--- src/rtl/core/drc_pkg.sv ---
// ----------------------------------------------------------------------------
// drc_pkg
// Shared types, constants and power-of-ten tables for the decimal rescale and
// compare block.
// ----------------------------------------------------------------------------
package drc_pkg;

	localparam int MAX_SCALE  = 38;
	localparam int DEC_DIGITS = 38;
	localparam int W          = 128;
	localparam int SCALE_W    = 6;
	localparam int DIV_STEPS  = 128;
	localparam int Q_DEPTH    = 4;
	localparam int Q_AW       = 2;
	localparam int IN_DATA_W  = 272;
	localparam int OUT_DATA_W = 136;

	localparam logic [1:0] KIND_MUL = 2'd0;
	localparam logic [1:0] KIND_DIV = 2'd1;
	localparam logic [1:0] KIND_CMP = 2'd2;
	localparam logic [1:0] KIND_FIX = 2'd3;

	localparam logic [1:0] ORD_LESS    = 2'd0;
	localparam logic [1:0] ORD_EQUAL   = 2'd1;
	localparam logic [1:0] ORD_GREATER = 2'd2;
	localparam logic [1:0] ORD_NONE    = 2'd3;

	typedef logic [W-1:0] w128_t;
	typedef logic [MAX_SCALE:0][W-1:0] tab_t;

	typedef struct packed {
		logic [1:0]         kind;
		logic               neg;
		logic               swap;
		logic               fix_loss;
		logic [1:0]         fix_order;
		logic [SCALE_W-1:0] cnt;
		w128_t              rem;
		w128_t              acc;
		w128_t              opd;
	} item_t;

	function automatic tab_t pow10_tab();
		tab_t  t;
		w128_t p;
		p = w128_t'(1);
		for (int i = 0; i <= MAX_SCALE; i++) begin
			t[i] = p;
			p = (p << 3) + (p << 1);
		end
		return t;
	endfunction

	function automatic tab_t lim_tab(input logic negate);
		tab_t  t;
		w128_t p;
		w128_t l;
		for (int i = 0; i <= MAX_SCALE; i++) begin
			p = w128_t'(1);
			for (int j = 0; j < DEC_DIGITS - i; j++) begin
				p = (p << 3) + (p << 1);
			end
			l = p - w128_t'(1);
			t[i] = negate ? (w128_t'(0) - l) : l;
		end
		return t;
	endfunction

	localparam tab_t POW10   = pow10_tab();
	localparam tab_t LIM_POS = lim_tab(1'b0);
	localparam tab_t LIM_NEG = lim_tab(1'b1);

	function automatic logic [SCALE_W-1:0] sat_scale(input logic [SCALE_W-1:0] s);
		return (s > SCALE_W'(MAX_SCALE)) ? SCALE_W'(MAX_SCALE) : s;
	endfunction

endpackage

--- src/rtl/core/drc_queue.sv ---
// ----------------------------------------------------------------------------
// drc_queue
// Small first-in first-out buffer of classified items between the front end
// and the back end.
// ----------------------------------------------------------------------------
module drc_queue (
	input  logic           clk,
	input  logic           arst_n,
	input  logic           push,
	input  drc_pkg::item_t push_item,
	input  logic           pop,
	output drc_pkg::item_t head,
	output logic           full,
	output logic           empty
);
	import drc_pkg::*;

	item_t         mem [Q_DEPTH];
	logic [Q_AW-1:0] wr_q, rd_q;
	logic [Q_AW:0]   cnt_q;

	assign full  = (cnt_q == (Q_AW+1)'(Q_DEPTH));
	assign empty = (cnt_q == '0);
	assign head  = mem[rd_q];

	always_ff @(posedge clk or negedge arst_n) begin
		if (!arst_n) begin
			wr_q  <= '0;
			rd_q  <= '0;
			cnt_q <= '0;
		end else begin
			if (push) wr_q <= wr_q + 1'b1;
			if (pop)  rd_q <= rd_q + 1'b1;
			if (push && !pop)      cnt_q <= cnt_q + 1'b1;
			else if (pop && !push) cnt_q <= cnt_q - 1'b1;
		end
	end

	always_ff @(posedge clk) begin
		if (push) mem[wr_q] <= push_item;
	end

endmodule

--- config.mk ---
export PLATFORM = sky130hd
export DESIGN_NAME = drc_queue
export DESIGN_NICKNAME = d
export VERILOG_FILES = /design/src/rtl/core/drc_pkg.sv /design/src/rtl/core/drc_queue.sv
export SDC_FILE = /design/constraint.sdc
export NUM_CORES = 1
export LEC_CHECK = 0
export BUFFER_PORTS_ARGS = -buffer_cell sky130_fd_sc_hd__clkbuf_2
export CAP_MARGIN = 10
export CELL_PAD_IN_SITES_DETAIL_PLACEMENT = 1
export CELL_PAD_IN_SITES_GLOBAL_PLACEMENT = 1
export CORE_ASPECT_RATIO = 0.9
export CORE_UTILIZATION = 40
export DETAILED_ROUTE_END_ITERATION = 6
export PLACE_DENSITY = 0.74
export SYNTH_ARGS = -nofsm -noshare
export SYNTH_HDL_FRONTEND = slang
export SYNTH_SLANG_ARGS = --single-unit
--- constraint.sdc ---
create_clock -name clk -period 11.95 [get_ports clk]
set_input_delay 1.195 -clock clk [delete_from_list [all_inputs] [get_ports clk]]
set_output_delay 1.195 -clock clk [all_outputs]
set_load 0.005 [all_outputs]
==> impl_results.md <==
* Clock-pin slew of the registers on the worst-case setup and hold paths at 60 ps
* Slew margin rel. at roughly 27%
* Total Power at approximately 17 mW
* Initial antenna violation count at 46
* Io pins at 800
* Pint at approximately 12 mW
* Sum of negative setup slack at 0 ps
* Switch share at just under 30%
* CTS tree: built
* Initial Util at about 40%
* Peak fanout along the critical path at around 100
* Final HPWL DP at about 85 mm
* Most numerous cell in the Yosys netlist: edfxtp_1
* Setup Viol. Count Final at 0
* Final worst-path cycle share at around 50%
* Synth warnings at 0
* Die Wd at roughly 400 um
* Layout cells sized above 1 at roughly 46%
* Routed via count at 26,100
* Arrival @ worst endpoint at 4650 ps
* R2r startpoint: wr_q[0]
* CP most frequent cell: buf_12
* Area contributors post-synth: edfxtp_1, mux4_2, buf_2
* Core area at 142,000 um^2
* P per Cell Area at ~250 nW/um^2
* Clk_lat worst skew at between 700 and 800 ps
* CP Data Required Time at roughly 11,000 ps
* Via density at 5.21
* Commonest cells post-synth: edfxtp_1, mux4_2, buf_2, clkbuf_1, buf_6
* GPL Wtd Cong at 0.769
* Top cell family by delay on the critical path: buffers and inverters
* Final hold violation count at 0
* H-tree depth at 4
* Main synth FF type: edfxtp_1
* Iter 0 DRT Violations at around 1,800
* Fmax at about 0.17 GHz
* WL final at ~130 mm
* Critical path origin: rd_q[0]
* Comb pwr share at 27.4%
* Num CTS Buffers at ~160
* Unique masters post-synth at 19
* DIE AREA at roughly 150,000 um^2
* Synthesis-to-layout area growth at 19.2%
* First-pass GRT wire length at ~190 mm
* Syn Inst Count at about 2,100
* Status: finished, final reports clean
* RSZ-0062 raised after global routing: false
* Cts hold-fix bufs at 0
* Setup Buffers After CTS at 0
* Hold Crit Class: input port to async pin
* CTS Sinks at ~1,600
* Setup crit end kind: output port
* Critical Path Source Type: flop
* Drt first pass iters at 5
* Clock Skew at between 20 and 25 ps
* Register area share after synthesis at between 80% and 90%
* Period minus WS final at approximately 5800 ps
* Clk pwr share at approximately 28%
* Net Sw Power at between 4 and 5 mW
* Residual DRC count at 0
* Cts repair resizes at 0
* Max clock buf depth at 3
* Maxcap violations at 0
* Cell taking the most area after synthesis: edfxtp_1
* Port Buf Inserts at ~800
* Avg WL per Cell at 26.8 um
* Sequential power share at approximately 45%
* Chip height at ~360 um
* # rows at around 130
* Max Transition Viols Final at 0
* Post-synth top area share at 82.8%
* Avg Cell Area, Syn at 27.3 um^2
* Worst-path cell chain: buf_12, buf_12, buf_4, mux4_2, clkbuf_2
* Worst-Margin Slew at approximately 1100 ps
* Worst path bufs/invs at 4
* Mapped cell area at 57,600 um^2
* Vias in the first global route at between 20,000 and 30,000
* Worst vdd ir at about 0.26 mV
* Dpl ws at 6800 ps
* Crit path kind: flop to output port
* Gr usage total at 18.2%
* Worst path max stage delay at 870 ps
* Synth Net Count at ~2,500
* Overflow after GRT at 0
* Asr flop ratio synth at less than 1%
* CTS root buf: clkbuf_16
* Final WS setup at 6110 ps
* Leakage at around 23 nW
* EDFF count, synth at around 1,600
* NumNets Final at around 3,400
* Final ANT Viol Nets at 0
* Seq cells post-synth at approximately 1,600
* Largest net degree at the start of global routing at between 100 and 150
* Slowest stage cell, crit path: dfrtp_4
## metrics by stage
stage / instances / utilization (%) / hold slack (ps) / cell area (um^2)
after detailed placement: 4707 / 44.8 / 483 / 63700
after global placement: 4707 / 44.8 / 479 / 63700
after global routing: 5002 / 48.2 / 208 / 68600
after floorplan: 2108 / - / 456 / 57600
final: 5007 / 48.2 / 243 / 68600
after CTS: 4982 / 48.2 / 166 / 68600
## path summary, 6_finish.rpt
check,slack [ps],end,cells after the start
min in group clk,490,cnt_q[2],1
max in group asynchronous,11510,rd_q[1],1
max reg2reg,8650,mem[2][164],5
min reg2reg,490,cnt_q[2],1
min,240,cnt_q[0],1
max,6110,head[181],5
## state kept, by name, indices dropped and copies added (netlist names)
register / cells
cnt_q: 3
mem: 1588
rd_q: 2
wr_q: 2
## cells by family after synthesis
logic type	Yosys count	synth area share [%]
DFF	1595	83.2
muxes	398	15.6
buffers and inverters	93	0.967
and+or+nand+nor	9	0.0848
xor gates and xnor gates	6	0.0913
adders and majority gates	6	0.143
AOI/OAI and AO/OA	1	0.00869
## metal layers
metal / global-route usage, % / wire length (um) / vias to the layer above
met1: 20.5 / 48400 / 13800
met5: 0 / 306 / -
met4: 7.63 / 4690 / 42
li1: - / - / 11100
met2: 30.6 / 68900 / 928
met3: 7.48 / 12100 / 273
## worst reg2reg max path, delay by kind of cell, from the launching register on
family        cells  cell delay (ps)
flops             1              420
buf+inv           3             1370
simple gates      1              680
fa+ha+maj         1              160
## cell type report
type	count	area (um^2)
fillers	12800	73600
flip-flops and latches	1595	47900
multi-input cells	420	9150
repair buffers	826	4380
clock buffers	196	4140
well taps	1862	2330
clock inverters	79	687
diodes	25	62.6
inverters	4	15.0
## power groups by stage
stage	registers, mW	clock network (mW)	logic (mW)
floorplan	8.04	0	2.77
global placement	7.65	0	4.68
detailed placement	7.72	0	4.74
CTS	7.63	4.82	4.77
global route	7.69	4.99	4.97
finish	7.61	4.70	4.65
## cells in the final DEF (no fill, tap or decap), drive strengths merged
cell / netlist / routed
edfxtp: 1588 / 1588
clkbuf: 15 / 995
mux4: 397 / 397
clkinv: 0 / 56
buf: 74 / 27
diode: 0 / 25
inv: 4 / 13
bufinv: 0 / 8
dfrtp: 7 / 7
clkinvlp: 0 / 6
ha: 5 / 5
and2: 4 / 4
xor2: 4 / 4
xnor2: 2 / 2
nand2: 2 / 2
nor3: 1 / 1
nor3b: 1 / 1
mux2: 1 / 1
o21ai: 1 / 1
nor2: 1 / 1
fa: 1 / 1
Note: power is estimated with default switching activity, not from simulation.
